## config.mk

```make
export PLATFORM = sky130hd
export DESIGN_NAME = i2c_master_bit_sequencer_flat
export DESIGN_NICKNAME = d
export VERILOG_FILES = /design/src/rtl/core/ibs_pkg.sv /design/src/rtl/core/ibs_channels.sv /design/src/rtl/core/ibs_in_stage.sv /design/src/rtl/core/ibs_core.sv /design/src/rtl/core/ibs_out_stage.sv /design/src/rtl/core/i2c_master_bit_sequencer.sv /design/src/flat_wrapper.sv
export SDC_FILE = /design/constraint.sdc
export NUM_CORES = 1
export LEC_CHECK = 0
export ABC_AREA = 1
export BUFFER_PORTS_ARGS = -buffer_cell sky130_fd_sc_hd__buf_2
export CORE_MARGIN = 3
export CORE_UTILIZATION = 45
export DETAILED_ROUTE_END_ITERATION = 16
export HOLD_SLACK_MARGIN = 0.08
export PLACE_DENSITY_LB_ADDON = 0.2
export RECOVER_POWER = 100
export SYNTH_ARGS = -nofsm -noshare
export SYNTH_HDL_FRONTEND = slang
export SYNTH_HIERARCHICAL = 1
export SYNTH_SLANG_ARGS = --single-unit
```

## constraint.sdc

```tcl
create_clock -name clk -period 10.2 [get_ports clk]
set_clock_uncertainty 0.1 [all_clocks]
set_input_delay 1.02 -clock clk [delete_from_list [all_inputs] [get_ports clk]]
set_output_delay 1.02 -clock clk [all_outputs]
set_load 0.02 [all_outputs]
```

## src/rtl/core/ibs_pkg.sv

```systemverilog
// ----------------------------------------------------------------------------
// ibs_pkg
// Shared types, codes and phase tables of the I2C master bit sequencer.
// ----------------------------------------------------------------------------
package ibs_pkg;

	localparam int TIMER_WIDTH = 16;
	localparam int CFG_WIDTH   = 16;
	localparam logic [CFG_WIDTH-1:0] PHASE_CYCLES_RESET = 16'd64;

	// command opcodes
	localparam logic [2:0] OPC_START = 3'd0;
	localparam logic [2:0] OPC_STOP  = 3'd1;
	localparam logic [2:0] OPC_WRITE = 3'd2;
	localparam logic [2:0] OPC_READ  = 3'd3;
	localparam logic [2:0] OPC_WACK  = 3'd4;
	localparam logic [2:0] OPC_ACK   = 3'd5;
	localparam logic [2:0] OPC_NACK  = 3'd6;
	localparam logic [2:0] OPC_PROBE = 3'd7;

	// last sub-sequence of a probe
	localparam logic [1:0] PROBE_LAST = 2'd3;
	// last bit phase of a byte
	localparam logic [3:0] BYTE_LAST_PHASE = 4'd15;

	typedef enum logic [3:0] {
		ST_IDLE  = 4'd0,
		ST_START = 4'd1,
		ST_STOP  = 4'd2,
		ST_WRITE = 4'd3,
		ST_READ  = 4'd4,
		ST_WACK  = 4'd5,
		ST_ACK   = 4'd6,
		ST_NACK  = 4'd7,
		ST_PROBE = 4'd8
	} seq_state_t;

	typedef struct packed {
		logic       cmd_valid;
		logic [2:0] opcode;
		logic [7:0] tx_byte;
		logic       sda_in;
		logic       scl_in;
	} cmd_t;

	typedef struct packed {
		logic       scl_out;
		logic       sda_out;
		logic       busy_res;
		logic       done_res;
		logic [7:0] rx_byte;
		logic       nack;
		logic       bus_error;
	} res_t;

	// drive pair passed between the leave and enter logic
	typedef struct packed {
		logic scl;
		logic sda;
	} drive_t;

	// number of phases of each basic sequence
	function automatic logic [4:0] phase_count(input seq_state_t op);
		logic [4:0] n;
		unique case (op)
			ST_START, ST_STOP, ST_WACK, ST_NACK: n = 5'd3;
			ST_WRITE, ST_READ:                   n = 5'd16;
			ST_ACK:                              n = 5'd4;
			default:                             n = 5'd0;
		endcase
		return n;
	endfunction

	// sequence run at each step of a probe
	function automatic seq_state_t probe_op(input logic [1:0] step);
		seq_state_t op;
		unique case (step)
			2'd0:    op = ST_START;
			2'd1:    op = ST_WRITE;
			2'd2:    op = ST_WACK;
			default: op = ST_STOP;
		endcase
		return op;
	endfunction

	// drive levels set on the first clock of a phase
	function automatic drive_t enter_drives(input seq_state_t op, input logic [3:0] idx,
			input logic msb, input drive_t cur);
		drive_t d;
		d = cur;
		unique case (op)
			ST_START: begin
				if (idx == 4'd0) begin
					d.sda = 1'b1;
					d.scl = 1'b1;
				end else if (idx == 4'd1) d.sda = 1'b0;
				else d.scl = 1'b0;
			end
			ST_STOP: begin
				if (idx == 4'd0) d.sda = 1'b0;
				else if (idx == 4'd1) d.scl = 1'b1;
				else d.sda = 1'b1;
			end
			ST_WRITE: begin
				if (!idx[0]) d.sda = msb;
				else d.scl = 1'b1;
			end
			ST_READ: begin
				if (!idx[0]) d.scl = 1'b1;
			end
			ST_WACK: begin
				if (idx == 4'd0) d.sda = 1'b1;
				else if (idx == 4'd1) d.scl = 1'b1;
			end
			ST_ACK: begin
				if (idx == 4'd0) d.sda = 1'b0;
				else if (idx == 4'd1) d.scl = 1'b1;
				else if (idx == 4'd2) d.scl = 1'b0;
				else d.sda = 1'b1;
			end
			ST_NACK: begin
				if (idx == 4'd0) d.sda = 1'b1;
				else if (idx == 4'd1) d.scl = 1'b1;
				else d.scl = 1'b0;
			end
			default: d = cur;
		endcase
		return d;
	endfunction

endpackage

```

## src/rtl/core/ibs_channels.sv

```systemverilog
// ----------------------------------------------------------------------------
// ibs_channels
// Valid/ready channels for command items and result items.
// ----------------------------------------------------------------------------
interface ibs_cmd_if;
	logic        valid;
	logic        ready;
	ibs_pkg::cmd_t payload;

	modport source (output valid, output payload, input ready);
	modport sink (input valid, input payload, output ready);
endinterface

interface ibs_res_if;
	logic        valid;
	logic        ready;
	ibs_pkg::res_t payload;

	modport source (output valid, output payload, input ready);
	modport sink (input valid, input payload, output ready);
endinterface

```

## src/rtl/core/ibs_in_stage.sv

```systemverilog
// ----------------------------------------------------------------------------
// ibs_in_stage
// Input register: holds one command item until the sequencer takes it.
// ----------------------------------------------------------------------------
module ibs_in_stage (
	input  logic          clk,
	input  logic          arst_n,
	ibs_cmd_if.sink       cmd_ch,
	input  logic          pop,
	output logic          valid_s1,
	output ibs_pkg::cmd_t item_s1
);

	// free when empty or emptied in this cycle
	assign cmd_ch.ready = !valid_s1 || pop;

	// occupancy flag
	always_ff @(posedge clk or negedge arst_n) begin
		if (!arst_n) begin
			valid_s1 <= 1'b0;
		end else if (cmd_ch.ready) begin
			valid_s1 <= cmd_ch.valid;
		end
	end

	// payload capture on transfer
	always_ff @(posedge clk) begin
		if (cmd_ch.ready && cmd_ch.valid) begin
			item_s1 <= cmd_ch.payload;
		end
	end

endmodule

```

## src/rtl/core/ibs_core.sv

```systemverilog
// ----------------------------------------------------------------------------
// ibs_core
// Sequencer state and the single-step logic that advances it per item.
// ----------------------------------------------------------------------------
module ibs_core (
	input  logic                            clk,
	input  logic                            arst_n,
	input  logic                            cfg_we,
	input  logic [ibs_pkg::CFG_WIDTH-1:0]   cfg_wdata,
	input  logic                            step_en,
	input  ibs_pkg::cmd_t                   item,
	output ibs_pkg::res_t                   res
);

	ibs_pkg::seq_state_t                  state_q, state_d;
	logic [ibs_pkg::TIMER_WIDTH-1:0]      timer_q, timer_d, timer_load;
	logic [ibs_pkg::CFG_WIDTH-1:0]        phase_cycles_q;
	logic [3:0]                           bit_q, bit_d;
	logic [1:0]                           probe_q, probe_d;
	logic [7:0]                           shift_q, shift_d;
	logic [7:0]                           rx_q, rx_d;
	logic                                 ack_q, ack_d;
	logic                                 err_q, err_d;
	ibs_pkg::drive_t                      drv_q, drv_d;
	logic                                 done;

	ibs_pkg::seq_state_t                  op, enter_op, cmd_op;
	logic [3:0]                           enter_idx;
	logic                                 enter_en;
	logic                                 busy, tick, last_phase, more_probe;
	logic                                 start_cmd, is_probe, bus_idle;

	// phase length, zero acts as one
	assign timer_load = (phase_cycles_q == '0) ? '0 :
		ibs_pkg::TIMER_WIDTH'(phase_cycles_q - 1'b1);

	// decode of the current step
	assign busy       = (state_q != ibs_pkg::ST_IDLE);
	assign op         = (state_q == ibs_pkg::ST_PROBE) ? ibs_pkg::probe_op(probe_q) : state_q;
	assign tick       = busy && (timer_q == '0);
	assign last_phase = ({1'b0, bit_q} + 5'd1) >= ibs_pkg::phase_count(op);
	assign more_probe = (state_q == ibs_pkg::ST_PROBE) && (probe_q != ibs_pkg::PROBE_LAST);
	assign start_cmd  = !busy && item.cmd_valid;
	assign is_probe   = (item.opcode == ibs_pkg::OPC_PROBE);
	assign bus_idle   = item.sda_in && item.scl_in;
	assign cmd_op     = ibs_pkg::seq_state_t'({1'b0, item.opcode} + 4'd1);

	// which phase gets entered in this step
	always_comb begin
		enter_en  = 1'b0;
		enter_op  = op;
		enter_idx = 4'd0;
		priority if (tick && !last_phase) begin
			enter_en  = 1'b1;
			enter_idx = bit_q + 4'd1;
		end else if (tick && more_probe) begin
			enter_en = 1'b1;
			enter_op = ibs_pkg::probe_op(probe_q + 2'd1);
		end else if (start_cmd && is_probe) begin
			enter_en = bus_idle;
			enter_op = ibs_pkg::ST_START;
		end else if (start_cmd) begin
			enter_en = 1'b1;
			enter_op = cmd_op;
		end else begin
			enter_en = 1'b0;
		end
	end

	// next state of the sequencer control
	always_comb begin
		state_d = state_q;
		timer_d = timer_q;
		bit_d   = bit_q;
		probe_d = probe_q;
		done    = 1'b0;
		if (busy) begin
			if (!tick) begin
				timer_d = timer_q - 1'b1;
			end else if (!last_phase) begin
				bit_d = bit_q + 4'd1;
			end else begin
				bit_d = 4'd0;
				if (more_probe) begin
					probe_d = probe_q + 2'd1;
				end else begin
					state_d = ibs_pkg::ST_IDLE;
					probe_d = 2'd0;
					done    = 1'b1;
				end
			end
		end else if (item.cmd_valid) begin
			bit_d   = 4'd0;
			probe_d = 2'd0;
			if (is_probe) begin
				if (bus_idle) state_d = ibs_pkg::ST_PROBE;
				else done = 1'b1;
			end else begin
				state_d = cmd_op;
			end
		end
		if (enter_en) timer_d = timer_load;
	end

	// bus drives, shifter and status
	always_comb begin
		drv_d   = drv_q;
		shift_d = shift_q;
		rx_d    = rx_q;
		ack_d   = ack_q;
		err_d   = err_q;
		// end of phase actions
		if (tick) begin
			if (op == ibs_pkg::ST_WRITE && bit_q[0]) begin
				drv_d.scl = 1'b0;
				shift_d   = {shift_q[6:0], 1'b0};
				if (bit_q == ibs_pkg::BYTE_LAST_PHASE) drv_d.sda = 1'b1;
			end else if (op == ibs_pkg::ST_READ && !bit_q[0]) begin
				shift_d   = {shift_q[6:0], item.sda_in};
				drv_d.scl = 1'b0;
			end else if (op == ibs_pkg::ST_WACK && bit_q == 4'd1) begin
				ack_d     = item.sda_in;
				drv_d.scl = 1'b0;
			end
			if (last_phase && op == ibs_pkg::ST_READ) rx_d = shift_d;
		end
		// new command
		if (start_cmd) begin
			err_d = 1'b0;
			if (is_probe) begin
				if (bus_idle) begin
					shift_d = item.tx_byte;
				end else begin
					err_d = 1'b1;
					ack_d = 1'b1;
				end
			end else begin
				shift_d = (cmd_op == ibs_pkg::ST_WRITE) ? item.tx_byte : 8'd0;
			end
		end
		// start of phase drives
		if (enter_en) drv_d = ibs_pkg::enter_drives(enter_op, enter_idx, shift_d[7], drv_d);
	end

	// control registers
	always_ff @(posedge clk or negedge arst_n) begin
		if (!arst_n) begin
			state_q <= ibs_pkg::ST_IDLE;
			timer_q <= '0;
			bit_q   <= 4'd0;
			probe_q <= 2'd0;
			shift_q <= 8'd0;
			rx_q    <= 8'd0;
			ack_q   <= 1'b1;
			err_q   <= 1'b0;
			drv_q   <= '{scl: 1'b1, sda: 1'b1};
		end else if (step_en) begin
			state_q <= state_d;
			timer_q <= timer_d;
			bit_q   <= bit_d;
			probe_q <= probe_d;
			shift_q <= shift_d;
			rx_q    <= rx_d;
			ack_q   <= ack_d;
			err_q   <= err_d;
			drv_q   <= drv_d;
		end
	end

	// phase length register
	always_ff @(posedge clk or negedge arst_n) begin
		if (!arst_n) begin
			phase_cycles_q <= ibs_pkg::PHASE_CYCLES_RESET;
		end else if (cfg_we) begin
			phase_cycles_q <= cfg_wdata;
		end
	end

	// result of this step
	always_comb begin
		res.scl_out   = drv_d.scl;
		res.sda_out   = drv_d.sda;
		res.busy_res  = (state_d != ibs_pkg::ST_IDLE);
		res.done_res  = done;
		res.rx_byte   = rx_d;
		res.nack      = ack_d;
		res.bus_error = err_d;
	end

endmodule

```

## src/rtl/core/ibs_out_stage.sv

```systemverilog
// ----------------------------------------------------------------------------
// ibs_out_stage
// Result register: holds one result until the consumer takes it.
// ----------------------------------------------------------------------------
module ibs_out_stage (
	input  logic          clk,
	input  logic          arst_n,
	input  logic          load,
	input  ibs_pkg::res_t res,
	output logic          space,
	ibs_res_if.source     res_ch
);

	logic          valid_q;
	ibs_pkg::res_t data_q;

	// room when empty or drained in this cycle
	assign space = !valid_q || res_ch.ready;

	always_ff @(posedge clk or negedge arst_n) begin
		if (!arst_n) begin
			valid_q <= 1'b0;
		end else if (space) begin
			valid_q <= load;
		end
	end

	always_ff @(posedge clk) begin
		if (load) begin
			data_q <= res;
		end
	end

	assign res_ch.valid   = valid_q;
	assign res_ch.payload = data_q;

endmodule

```

## src/rtl/core/i2c_master_bit_sequencer.sv

```systemverilog
// A command item is held in the input register, and its result in the result register.
// One item per cycle while the result register has room; each register holds one transfer.
// Each item advances the phase timer and sequencer by exactly one clock step.
// Reset (arst_n low, asynchronous): sequencer idle, both lines released, nack set,
// phase length back to PHASE_CYCLES_RESET, both channel registers empty.
// ----------------------------------------------------------------------------
// i2c_master_bit_sequencer
// I2C master that bit-bangs start, stop, byte, acknowledge and probe sequences.
// ----------------------------------------------------------------------------
module i2c_master_bit_sequencer (
	input  logic                          clk,
	input  logic                          arst_n,
	input  logic                          cfg_we,
	input  logic [ibs_pkg::CFG_WIDTH-1:0] cfg_wdata,
	ibs_cmd_if.sink                       cmd_ch,
	ibs_res_if.source                     res_ch
);

	logic          valid_s1;
	ibs_pkg::cmd_t item_s1;
	ibs_pkg::res_t res;
	logic          space;
	logic          step_en;

	// one sequencer step per item moved to the result register
	assign step_en = valid_s1 && space;

	ibs_in_stage u_in (
		.clk      (clk),
		.arst_n   (arst_n),
		.cmd_ch   (cmd_ch),
		.pop      (step_en),
		.valid_s1 (valid_s1),
		.item_s1  (item_s1)
	);

	ibs_core u_core (
		.clk       (clk),
		.arst_n    (arst_n),
		.cfg_we    (cfg_we),
		.cfg_wdata (cfg_wdata),
		.step_en   (step_en),
		.item      (item_s1),
		.res       (res)
	);

	ibs_out_stage u_out (
		.clk    (clk),
		.arst_n (arst_n),
		.load   (step_en),
		.res    (res),
		.space  (space),
		.res_ch (res_ch)
	);

endmodule

```

## src/flat_wrapper.sv

```systemverilog
// flat-port wrapper written by rule: the top's interface ports become plain ports
module i2c_master_bit_sequencer_flat 
  (clk, arst_n, cfg_we, cfg_wdata, cmd_ch_valid, cmd_ch_payload, cmd_ch_ready, res_ch_valid, res_ch_payload, res_ch_ready);
  ibs_cmd_if cmd_ch_i ();
  ibs_res_if res_ch_i ();
  input  logic clk;
  input  logic arst_n;
  input  logic cfg_we;
  input  logic [ibs_pkg::CFG_WIDTH-1:0] cfg_wdata;
  input wire logic [$bits(cmd_ch_i.valid)-1:0] cmd_ch_valid;
  input wire logic [$bits(cmd_ch_i.payload)-1:0] cmd_ch_payload;
  output wire logic [$bits(cmd_ch_i.ready)-1:0] cmd_ch_ready;
  output wire logic [$bits(res_ch_i.valid)-1:0] res_ch_valid;
  output wire logic [$bits(res_ch_i.payload)-1:0] res_ch_payload;
  input wire logic [$bits(res_ch_i.ready)-1:0] res_ch_ready;
  assign cmd_ch_i.valid = cmd_ch_valid;
  assign cmd_ch_i.payload = cmd_ch_payload;
  assign cmd_ch_ready = cmd_ch_i.ready;
  assign res_ch_valid = res_ch_i.valid;
  assign res_ch_payload = res_ch_i.payload;
  assign res_ch_i.ready = res_ch_ready;
  i2c_master_bit_sequencer u_core (.clk(clk), .arst_n(arst_n), .cfg_we(cfg_we), .cfg_wdata(cfg_wdata), .cmd_ch(cmd_ch_i), .res_ch(res_ch_i));
endmodule
```

==> impl_results.md, run 1 <==
* Maximum clock path buffer count at 2
* # H-tree levels at 3
* Leading area contributor after synthesis: dfrtp_1
* R2R Setup Slk at ~5.2 ns
* Syn Area/Cell at ~7.8 um2
* # DRC at 0
* Drt via density at 5.15
* CP arrival at between 5 and 6 ns
* Post-synthesis xor/xnor area fraction at 0.0319
* First-pass GRT wire length at between 20 and 25 mm
* Post-route ant nets at 0
* Synth Cell Area at 5760 um2
* Die area at ~14000 um2
* Setup TNS Final at 0 ns
* Total iterations of the first detailed-routing run at 5
* Synth top area cells: dfrtp_1 (26%), edfxtp_1 (15%), nand2_1 (10%)
* Die X at ~120 um
* Gr usage total at 0.187
* Worst-Skew Late Latency at ~0.35 ns
* Synthesized netlist cell count at around 740
* Ports at 51
* Fin Hold WS at 0.372 ns
* Die Ht at ~120 um
* Share of cells above drive strength 1 at 0.116
* Reg-to-reg startpoint: u_core/u_core/probe_q[1]
* Library cells used by synthesis at 45
* Multi-input gate area at about 2700 um2
* CTS tree: yes
* Core outline area at roughly 12000 um2
* Sw Ratio at 0.449
* Seq/Total Area, Yosys at 0.425
* Final Slew Violations at 100
* CTS resizes at 0
* Worst Hold Endpoint: u_core/u_core/drv_q[0]
* Cell area after layout at 6330 um2
* Most frequent cells after synthesis: nand2_1 (158), inv_1 (104), o21ai_0 (79)
* Num Clock Sinks at 92
* Slew Limit Headroom at -1.32
* Logic gate share of total power at 0.464
* GP Congestion at 0.856
* GRT Residual Overflow at 0
* Pleak at about 0.0030 uW
* Clk slew on worst S/H paths at 0.06 ns
* Startpoint type of the worst setup path: flip-flop
* Critical Path RT at between 10 and 15 ns
* Hold depth at 2
* Clk root buf: clkbuf_16
* Synthesized flop and latch total at roughly 90
* CTS Buf Count at 9
* Final setup viols at 0
* Antenna Cells at 0
* CP max FO at 20
* Fmax at 200 MHz
* Compound-Gate Fraction of Synth Area at 0.132
* Adder-cell share of the synthesized area at 0.0369
* Period utilisation layout at 0.490
* Worst r2r path cells at 26
* Sequential share of power at 0.352
* Hold_buf cts at 0
* # rows at 40
* Syn nets at about 800
* Power per cell area at ~260 nW/um2
* P_sw at 745 uW
* Max Cap Viol at 2
* Hold_sp: u_core/u_core/drv_q[0]
* RR Endpoint: u_core/u_core/timer_q[3]
* Worst hold path class: flip-flop to flip-flop
* Reg area at between 2000 and 2500 um2
* Internal power at between 900 and 1000 uW
* Filler Cell Count at roughly 1200
* Most common cell in the netlist: nand2_1
* Post-synthesis async set-or-reset flop share at 0.696
* Clock group share of total power at 0.184
* Failing checks: capacitance limit, slew limit
* Worst-Margin Slew at between 3 and 4 ns
* Total wire length at roughly 13 mm
* Critical Path End Type: flip-flop
* Initial DRC Count at ~390
* Kind of critical path: flip-flop to flip-flop
* Synth Area in Simple Gates at 0.268
* Setup Fix Bufs, Post-CTS at 0
* Pin count of the biggest net entering global routing at 65
* Initial antenna violation count at 0
* Post-DP Area at 6130 um2
* Final nets at 833
* EDFF count, synth at 28
* DPL Wire Length at 9.71 mm
* Unrepaired setup endpoints after global routing: no
* Synthesis-to-finish area growth at 9.84%
* Status: complete, but fails checks
* Post-synthesis mux area share at 0.0141
* Wire per inst at 13.4 um
* Commonest register cell after synthesis: dfrtp_1
* Final hold vios at 0
* Vias in the first global route at 4679
* VDD IR-drop max at 0.105 mV
* Initial Util at 0.470
* Main combinational cell family by area after synthesis: simple AND/OR/NAND/NOR gates
* Routed via count at 4909
* Tmin final at 5.00 ns
* Ys Warns at 6
* PortBufs at 50
* Top cell type's share of synthesized area at 0.261
per-layer routing:
layer / vias up / wire, um / global-route usage / share of wire
met3: 14 / 714 / 0.0399 / 0.056
met4: 0 / 189 / 0.0529 / 0.015
met2: 143 / 5930 / 0.303 / 0.46
li1: 2483 / - / - / -
met5: - / 0 / 0 / 0
met1: 2269 / 5980 / 0.254 / 0.47
power by group through the flow:
stage	sequential, uW	clock, uW	combinational (uW)
after floorplan	594	0	606
after global placement	584	0	762
after detailed placement	590	0	783
after CTS	583	313	788
after global routing	599	333	872
final	584	305	769
critical path: stages, from the launching register on:
cell	delay [ns]
dfrtp_1	0.42
inv_1	0.10
ha_1	0.20
or2_0	0.23
nand3_1	0.08
nand2_1	0.15
nor2_1	0.17
inv_1	0.07
nand4_1	0.06
and2_0	0.16
inv_1	0.05
ha_1	0.27
inv_1	0.05
nand2_1	0.04
nand2_1	0.05
nand2_1	0.04
nand2_1	0.05
nand3_1	0.06
nand2_1	0.19
nand3_1	0.19
nand2_1	0.53
inv_1	0.39
o21ai_0	0.17
nand2_1	0.26
inv_1	0.51
o21ai_0	0.18
o21ai_1	0.14
through the flow:
step | power, uW | std cells | worst slack, ns | utilization
floorplan | 1200 | 738 | 7.01 | -
global placement | 1350 | 938 | 5.98 | 0.500
detailed placement | 1370 | 938 | 5.79 | 0.500
CTS | 1680 | 954 | 5.75 | 0.522
global route | 1800 | 954 | 4.63 | 0.516
finish | 1660 | 954 | 5.20 | 0.516
sequential cells by signal, indices dropped and copies added, names as in the netlist:
name                          cells
u_core/u_in/valid_s1              1
u_core/u_core/ack_q               1
u_core/u_out/res_ch.payload      14
u_core/u_core/err_q               1
u_core/u_core/rx_q                8
u_core/u_core/state_q             4
u_core/u_in/item_s1              14
u_core/u_core/probe_q             2
u_core/u_core/bit_q               4
u_core/u_core/timer_q            16
u_core/u_core/shift_q             8
u_core/u_core/drv_q               2
u_core/u_core/phase_cycles_q     16
u_core/u_out/res_ch.valid         1
final cells by class:
class                      instances  share of cell area
multi-input combinational        513               0.434
sequential                        92               0.387
inverter                         112              0.0664
timing repair buffer              53              0.0380
clock buffer                      12              0.0374
tap                              168              0.0332
clock inverter                     4             0.00415
kinds of logic after synthesis:
logic type,count (synthesis)
adders and majority gates,17
AOI/OAI and AO/OA,141
and+or+nand+nor,326
buffers and inverters,133
xor gates and xnor gates,21
muxes,8
DFF,92
worst max path at each step:
| stage | start | slack, ns | cells after the start | to |
|---|---|---|---|---|
| detailed placement | u_core/u_core/probe_q[1] | 5.79 | 26 | u_core/u_core/timer_q[3] |
| finish | u_core/u_core/probe_q[1] | 5.20 | 26 | u_core/u_core/timer_q[3] |
| global route | u_core/u_core/probe_q[1] | 4.63 | 26 | u_core/u_core/timer_q[3] |
| global placement | u_core/u_core/probe_q[1] | 5.98 | 26 | u_core/u_core/timer_q[3] |
| floorplan | u_core/u_core/probe_q[1] | 7.01 | 27 | u_core/u_out/res_ch.payload[13] |
| CTS | u_core/u_core/probe_q[1] | 5.75 | 26 | u_core/u_core/timer_q[3] |
cell usage in the layout (no fill, tap or decap), types with 2 or more instances in the layout:
master,instances
nor3_1,8
xor2_1,17
inv_2,6
o21ai_0,80
nor3_2,2
a22oi_1,4
ha_1,17
dfrtp_1,60
clkbuf_16,9
nor2_1,63
o22ai_1,8
edfxtp_1,28
nand2_2,9
nor2_4,3
dfstp_2,4
a31oi_1,3
nand3_1,41
o21ai_1,4
a21oi_1,34
buf_2,33
nand2_4,5
nand2_1,161
mux2i_1,7
nor2_8,2
inv_1,106
nand4_1,13
nor2_2,10
o211ai_1,3
clkbuf_1,23
nor4_1,2
xnor2_1,4
Note: power is estimated with default switching activity, not from simulation.
==> run 2: changes to the inputs <==
==> constraint.sdc (replaced) <==
create_clock -name clk -period 4.54 [get_ports clk]
set_clock_uncertainty 0.1 [all_clocks]
set_input_delay 0.454 -clock clk [delete_from_list [all_inputs] [get_ports clk]]
set_output_delay 0.454 -clock clk [all_outputs]
set_load 0.02 [all_outputs]
==> run 2 against run 1 <==
  * The flow still finishes with violations (capacitance limit, slew limit)
  * Die area is the same
  * Cell area grew 1.4%
  * Critical path depth is the same
  * Hold slack lost 0.20 ns
  * Sequential power grew 120%
  * Routed wire length grew 1.0%
  * Sequential cell count is the same
  * Core utilization grew 0.74 points
  * First-iteration DRC count shrank 24%
  * Via count is essentially flat
  * Sequential share of layout area shrank 0.55 points
  * Register-to-register slack lost 4.7 ns
  * Critical path type unchanged
  * Largest cell class unchanged
  * Largest power group unchanged
  * Highest routed layer unchanged
==> impl_results.md, run 2 (synthesis gave the netlist of run 1 again) <==
* # H-tree levels at 3 (unchanged)
* P_sw at 1690 uW (was 745 uW)
* PortBufs at 50 (unchanged)
* Most frequent CP cell: nand2_1 (unchanged)
* Power, Total at 3870 uW (was 1660 uW)
* Gr usage total at 0.185 (was 0.187)
* Sequential share of power at 0.339 (was 0.352)
* Synthesis-to-finish area growth at 11.4% (was 9.84%)
* Clk slew on worst S/H paths at 0.07 ns (was 0.06 ns)
* Reg-to-reg startpoint: u_core/u_core/probe_q[1] (unchanged)
* Slowest stage cell, crit path: inv_2 (was nand2_1)
* VDD IR-drop max at 0.306 mV (was 0.105 mV)
* Fmax at 250 MHz (was 200 MHz)
* Setup crit end: u_core/u_core/timer_q[3] (unchanged)
* Routed via count at 4913 (was 4909)
* Max stage delay on crit path at 0.47 ns (was 0.53 ns)
* Initial DRC Count at 300 (was 393)
* GRT Residual Overflow at 0 (unchanged)
* Initial antenna violation count at 0 (unchanged)
* Die area at 14200 um2 (unchanged)
* Failing checks: capacitance limit, slew limit (unchanged)
* CP arrival at 4.18 ns (was 5.17 ns)
* # DRC at 0 (unchanged)
* Pleak at 0.00304 uW (was 0.00301 uW)
* Startpoint type of the worst setup path: flip-flop (unchanged)
* Share of cells above drive strength 1 at 0.126 (was 0.116)
* CP max FO at 20 (unchanged)
* GP Congestion at 0.844 (was 0.856)
* Final nets at 835 (was 833)
* Total wire length at 12.9 mm (was 12.8 mm)
* Critical Path End Type: flip-flop (unchanged)
* Vias in the first global route at 4672 (was 4679)
* Period utilisation layout at 0.881 (was 0.490)
* Worst hold path class: input port to flip-flop (was flip-flop to flip-flop)
* Max Cap Viol at 2 (unchanged)
* Worst-Skew Late Latency at 0.35 ns (about the same)
* Clk root buf: clkbuf_16 (unchanged)
* Maximum clock path buffer count at 2 (unchanged)
* RR Endpoint: u_core/u_core/timer_q[3] (unchanged)
* Unrepaired setup endpoints after global routing: no (unchanged)
* Core outline area at 12300 um2 (unchanged)
* Pin count of the biggest net entering global routing at 50 (was 65)
* R2R Setup Slk at 0.54 ns (was 5.20 ns)
* Sw Ratio at 0.438 (was 0.449)
* Reg area at 2450 um2 (unchanged)
* CTS Buf Count at 9 (unchanged)
* Tmin final at 4.00 ns (was 5.00 ns)
* Final Slew Violations at 78 (was 100)
* Power per cell area at 603 nW/um2 (was 262 nW/um2)
* Die Ht at 119 um (unchanged)
* Slew Limit Headroom at -0.371 (was -1.32)
* Antenna Cells at 0 (unchanged)
* Final setup viols at 0 (unchanged)
* Ports at 51 (unchanged)
* Die X at 119 um (unchanged)
* Worst r2r path cells at 26 (unchanged)
* Final hold vios at 0 (unchanged)
* Worst-Margin Slew at 2.06 ns (was 3.47 ns)
* Total iterations of the first detailed-routing run at 6 (was 5)
* Num Clock Sinks at 92 (unchanged)
* Drt via density at 5.14 (was 5.15)
* Filler Cell Count at 1183 (was 1202)
* Logic gate share of total power at 0.454 (was 0.464)
* Commonest cells after routing, fill and taps aside: nand2_1 (161), inv_1 (104), o21ai_0 (80), nor2_1 (63), dfrtp_1 (60) (was nand2_1 (161), inv_1 (106), o21ai_0 (80), nor2_1 (63), dfrtp_1 (60))
* First-pass GRT wire length at 21.6 mm (was 21.7 mm)
* Worst Setup SP: u_core/u_core/probe_q[1] (unchanged)
* Multi-input gate area at 2770 um2 (was 2750 um2)
* Initial Util at 0.470 (unchanged)
* # rows at 40 (unchanged)
* Most common cell after layout, fill and taps aside: nand2_1 (unchanged)
* Largest regs: u_core/u_core/phase_cycles_q (16), u_core/u_core/timer_q (16) (unchanged)
* CTS tree: yes (unchanged)
* Post-route ant nets at 0 (unchanged)
* Status: complete, but fails checks (unchanged)
* Setup TNS Final at 0 ns (unchanged)
* Critical Path RT at 4.72 ns (was 10.37 ns)
* Internal power at 2170 uW (was 913 uW)
* Kind of critical path: flip-flop to flip-flop (unchanged)
* Setup Fix Bufs, Post-CTS at 0 (unchanged)
* Clock group share of total power at 0.207 (was 0.184)
* Wire per inst at 13.5 um (was 13.4 um)
* DPL Wire Length at 9.64 mm (was 9.71 mm)
## run 2: critical path: cells and delay by family, from the launching register on
family | cells | cell delay (ns)
DFF | 1 | 0.43
adders and majority gates | 2 | 0.47
and+or+nand+nor | 15 | 1.73
AOI/OAI and AO/OA | 3 | 0.35
buffers and inverters | 6 | 0.87
## run 2: cell type report
cell class	count	area share
clock inverters	5	0.0129
flip-flops and latches	92	0.381
clock buffers	11	0.0363
inverters	112	0.0655
well taps	168	0.0327
multi-input cells	513	0.431
repair buffers	55	0.0401
## run 2: per-stage QoR
step | utilization | instances | area (um2) | setup WS (ns) | hold WS [ns]
3_3_place_gp | 0.501 | 939 | 6140 | 0.892 | 0.358
6_report | 0.524 | 956 | 6420 | 0.540 | 0.173
5_1_grt | 0.524 | 956 | 6420 | 0.139 | 0.157
2_1_floorplan | - | 738 | 5760 | 1.35 | 0.0584
3_5_place_dp | 0.501 | 939 | 6140 | 0.673 | 0.367
4_1_cts | 0.527 | 956 | 6470 | 0.650 | 0.161
## run 2: power groups by stage
stage	clock network, uW	logic [uW]	registers, uW
detailed placement	0	1760	1320
CTS	824	1770	1310
global placement	0	1720	1310
floorplan	0	1360	1330
global route	863	1990	1340
finish	800	1760	1310
## run 2: worst min-delay path by stage
stage,start,to,slack [ns],cells past startpoint
6_report,cmd_ch_payload[2],u_core/u_in/item_s1[2],0.17,1
5_1_grt,cmd_ch_payload[13],u_core/u_in/item_s1[13],0.16,1
4_1_cts,cmd_ch_payload[11],u_core/u_in/item_s1[11],0.16,1
3_5_place_dp,u_core/u_core/drv_q[0],u_core/u_core/drv_q[0],0.37,2
3_3_place_gp,u_core/u_core/drv_q[1],u_core/u_core/drv_q[1],0.36,2
2_1_floorplan,arst_n,u_core/u_core/bit_q[0],0.06,0
## run 2: layer usage
layer  GRT usage  routed length, um  vias to the layer above  part of all wire
met5           0                  0                        -                 0
met4      0.0753                209                        0             0.016
met3      0.0332                671                       15             0.052
met2       0.300               6120                      146              0.47
met1       0.246               5950                     2254              0.46
li1            -                  -                     2498                 -
## run 2: what timing repair did
action,in CTS,in global routing
hold endpoints to repair,26,0
hold buffers,1,0
resized for setup,0,0
endpoints found under the setup margin,0,0
==> run 3: changes to the inputs <==
--- a/config.mk
+++ b/config.mk
@@ -5,7 +5,6 @@
 export SDC_FILE = /design/constraint.sdc
 export NUM_CORES = 1
 export LEC_CHECK = 0
-export ABC_AREA = 1
 export BUFFER_PORTS_ARGS = -buffer_cell sky130_fd_sc_hd__buf_2
 export CORE_MARGIN = 3
 export CORE_UTILIZATION = 45
==> run 3 against run 2 <==
  * The run still ends with capacitance limit, slew limit left
  * Synthesized cell count shrank 22%
  * Sequential cell count is the same
  * Hold slack gained 0.0031 ns
  * Clock power shrank 4.8%
  * Critical endpoint is now u_core/u_core/drv_q[1]
  * Setup slack lost 0.14 ns
  * Cell count shrank 20%
  * Cell area shrank 4.5%
  * Combinational power shrank 40%
==> impl_results.md, run 3 <==
* Status: complete, but fails checks (unchanged)
* Failing checks: capacitance limit, slew limit (unchanged)
* Maximum clock path buffer count at 2 (unchanged)
* Slowest stage cell, crit path: dfrtp_1 (was inv_2)
* Synthesis-to-finish area growth at 10.7% (was 11.4%)
* Cell area after layout at 6130 um2 (was 6420 um2)
* CP arrival at 4.31 ns (was 4.18 ns)
* Most common cell after layout, fill and taps aside: nor2_1 (was nand2_1)
* Slew Limit Headroom at -0.390 (was -0.371)
* Filler Cell Count at 1118 (was 1183)
* Worst-Skew Late Latency at 0.35 ns (about the same)
* Setup Fix Bufs, Post-CTS at 0 (unchanged)
* Most frequent cells after synthesis: nor2_1 (61), dfrtp_1 (60), o21ai_0 (51) (was nand2_1 (158), inv_1 (104), o21ai_0 (79))
* Library cells used by synthesis at 75 (was 45)
* DPL Wire Length at 9.41 mm (was 9.64 mm)
* Pleak at 0.00250 uW (was 0.00304 uW)
* Top cell type's share of synthesized area at 0.271 (was 0.261)
* Post-DP Area at 5890 um2 (was 6140 um2)
* Initial DRC Count at 316 (was 300)
* GP Congestion at 0.960 (was 0.844)
* Kind of critical path: flip-flop to flip-flop (unchanged)
* Total iterations of the first detailed-routing run at 7 (was 6)
* Worst r2r path cells at 17 (was 26)
* Worst-Margin Slew at 2.09 ns (was 2.06 ns)
* Initial antenna violation count at 0 (unchanged)
* Most common cell in the netlist: nor2_1 (was nand2_1)
* Power per cell area at 498 nW/um2 (was 603 nW/um2)
* Total wire length at 12.9 mm (about the same)
* Max stage delay on crit path at 0.42 ns (was 0.47 ns)
* Final hold vios at 0 (unchanged)
* Post-synthesis async set-or-reset flop share at 0.696 (unchanged)
* Worst slack, placed at 0.111 ns (was 0.673 ns)
* Startpoint type of the worst setup path: flip-flop (unchanged)
* # rows at 39 (was 40)
* Drt via density at 5.86 (was 5.14)
* PortBufs at 50 (unchanged)
* Pin count of the biggest net entering global routing at 45 (was 50)
* Fin Hold WS at 0.176 ns (was 0.173 ns)
* Synth Cell Area at 5540 um2 (was 5760 um2)
* Clk slew on worst S/H paths at 0.07 ns (about the same)
* # H-tree levels at 3 (unchanged)
* Setup TNS Final at 0 ns (unchanged)
* Ports at 51 (unchanged)
* Share of cells above drive strength 1 at 0.163 (was 0.126)
* Seq/Total Area, Yosys at 0.442 (was 0.425)
* Critical Path End Type: flip-flop (unchanged)
* Syn nets at 626 (was 790)
* Core outline area at 11700 um2 (was 12300 um2)
* Critical Path RT at 4.70 ns (was 4.72 ns)
* Largest regs: u_core/u_core/phase_cycles_q (16), u_core/u_core/timer_q (16) (unchanged)
* CP max FO at 12 (was 20)
* Tmin final at 4.15 ns (was 4.00 ns)
* Period utilisation layout at 0.913 (was 0.881)
* Commonest cells after routing, fill and taps aside: nor2_1 (61), dfrtp_1 (60), o21ai_0 (51), a21oi_1 (48), nand2_1 (41) (was nand2_1 (161), inv_1 (104), o21ai_0 (80), nor2_1 (63), dfrtp_1 (60))
* CTS tree: yes (unchanged)
* Final nets at 666 (was 835)
* Die X at 117 um (was 119 um)
* Die Ht at 117 um (was 119 um)
* Final WS setup at 0.395 ns (was 0.540 ns)
* Post-route ant nets at 0 (unchanged)
* Worst Hold Endpoint: u_core/u_in/item_s1[7] (was u_core/u_in/item_s1[2])
* Initial Util at 0.473 (was 0.470)
* CTS Buf Count at 9 (unchanged)
* Reg-to-reg startpoint: u_core/u_core/probe_q[1] (unchanged)
* Clk root buf: clkbuf_16 (unchanged)
* Num Clock Sinks at 92 (unchanged)
* Synthesized flop and latch total at 92 (unchanged)
* Final setup viols at 0 (unchanged)
* Commonest register cell after synthesis: dfrtp_1 (unchanged)
* GRT Residual Overflow at 0 (unchanged)
* Gr usage total at 0.201 (was 0.185)
* Hold depth at 1 (unchanged)
* EDFF count, synth at 28 (unchanged)
* Synth top area cells: dfrtp_1 (27%), edfxtp_1 (15%), mux2_2 (4.9%) (was dfrtp_1 (26%), edfxtp_1 (15%), nand2_1 (10%))
* Syn Area/Cell at 9.65 um2 (was 7.81 um2)
* Routed via count at 4466 (was 4913)
* Max Cap Viol at 3 (was 2)
* VDD IR-drop max at 0.309 mV (was 0.306 mV)
* Hold_sp: cmd_ch_payload[7] (was cmd_ch_payload[2])
* Reg area at 2450 um2 (unchanged)
* Leading area contributor after synthesis: dfrtp_1 (unchanged)
* R2R Setup Slk at 0.39 ns (was 0.54 ns)
* Unrepaired setup endpoints after global routing: no (unchanged)
* RR Endpoint: u_core/u_core/drv_q[1] (was u_core/u_core/timer_q[3])
* Final Slew Violations at 112 (was 78)
* Multi-input gate area at 2830 um2 (was 2770 um2)
* Crit-path cells: inv_1, ha_1, nor2_1, o31ai_4, a21oi_1, o31ai_1, inv_1, ha_1, o221ai_1, a31o_2, a22oi_2, o2bb2a_4, or3_1, a211o_1, o41ai_1, a31oi_1, o22ai_2
* Synthesized netlist cell count at 574 (was 738)
* Antenna Cells at 0 (unchanged)
* Ys Warns at 6 (unchanged)
* Die area at 13700 um2 (was 14200 um2)
* Vias in the first global route at 4407 (was 4672)
* Wire per inst at 16.9 um (was 13.5 um)
* # DRC at 0 (unchanged)
* Worst hold path class: input port to flip-flop (unchanged)
* Fmax at 241 MHz (was 250 MHz)
* First-pass GRT wire length at 21.6 mm (about the same)
## run 3: repair_timing
item,in CTS,in global routing
hold buffers,0,0
gates resized for setup,0,2
setup endpoints to repair,0,6
## run 3: worst max-delay path by stage
| stage | startpoint | to | slack [ns] | cells after the start |
|---|---|---|---|---|
| after detailed placement | u_core/u_core/probe_q[1] | u_core/u_out/res_ch.payload[13] | 0.11 | 17 |
| after global routing | u_core/u_core/probe_q[1] | u_core/u_out/res_ch.payload[13] | 0.02 | 17 |
| final | u_core/u_core/probe_q[1] | u_core/u_core/drv_q[1] | 0.39 | 17 |
| after floorplan | u_core/u_core/probe_q[1] | u_core/u_out/res_ch.payload[13] | 0.58 | 18 |
| after global placement | u_core/u_core/probe_q[1] | u_core/u_out/res_ch.payload[13] | 0.31 | 17 |
| after CTS | u_core/u_core/probe_q[1] | u_core/u_out/res_ch.payload[13] | 0.12 | 17 |
## run 3: through the flow
step           total power (uW)  cells   util
6_report                   3050    762  0.524
5_1_grt                    3280    762  0.524
4_1_cts                    3060    762  0.529
3_5_place_dp               2300    746  0.503
3_3_place_gp               2260    746  0.503
2_1_floorplan              2020    574      -
## run 3: metal layers
| metal | up-vias | track usage | share of wire |
|---|---|---|---|
| met3 | 19 | 0.0308 | 0.043 |
| met2 | 140 | 0.328 | 0.49 |
| met1 | 2130 | 0.272 | 0.45 |
| met4 | 0 | 0.0719 | 0.020 |
| li1 | 2177 | - | - |
| met5 | - | 0 | 0 |
## run 3: layout make-up
class / instances / area share
clock buffers: 9 / 0.0367
clock inverters: 7 / 0.0118
inverters: 23 / 0.0141
multi-input cells: 426 / 0.461
flip-flops and latches: 92 / 0.399
well taps: 143 / 0.0292
repair buffers: 62 / 0.0482
## run 3: logic make-up (layout without fill, tap and decap cells)
family                   Yosys count  after routing  share of synthesized area
AO/OA/AOI/OAI                    162            162                      0.184
XOR/XNOR                          16             16                     0.0253
adder cells (fa/ha/maj)           17             17                     0.0384
buffers and inverters             56            101                     0.0454
flip-flops                        92             92                      0.442
multiplexers                      42             42                     0.0845
AND/OR/NAND/NOR                  189            189                      0.181
## run 3: worst max-delay path: cells and delay by family (launching register included)
family / cells / cell delay (ns)
AO/OA/AOI/OAI: 11 / 2.41
adder cells (fa/ha/maj): 2 / 0.49
AND/OR/NAND/NOR: 2 / 0.48
flip-flops: 1 / 0.42
buffers and inverters: 2 / 0.19
## run 3: power breakdown
| part | switching, uW | internal, uW |
|---|---|---|
| logic | 646 | 415 |
| clock network | 333 | 429 |
| registers | 195 | 1030 |
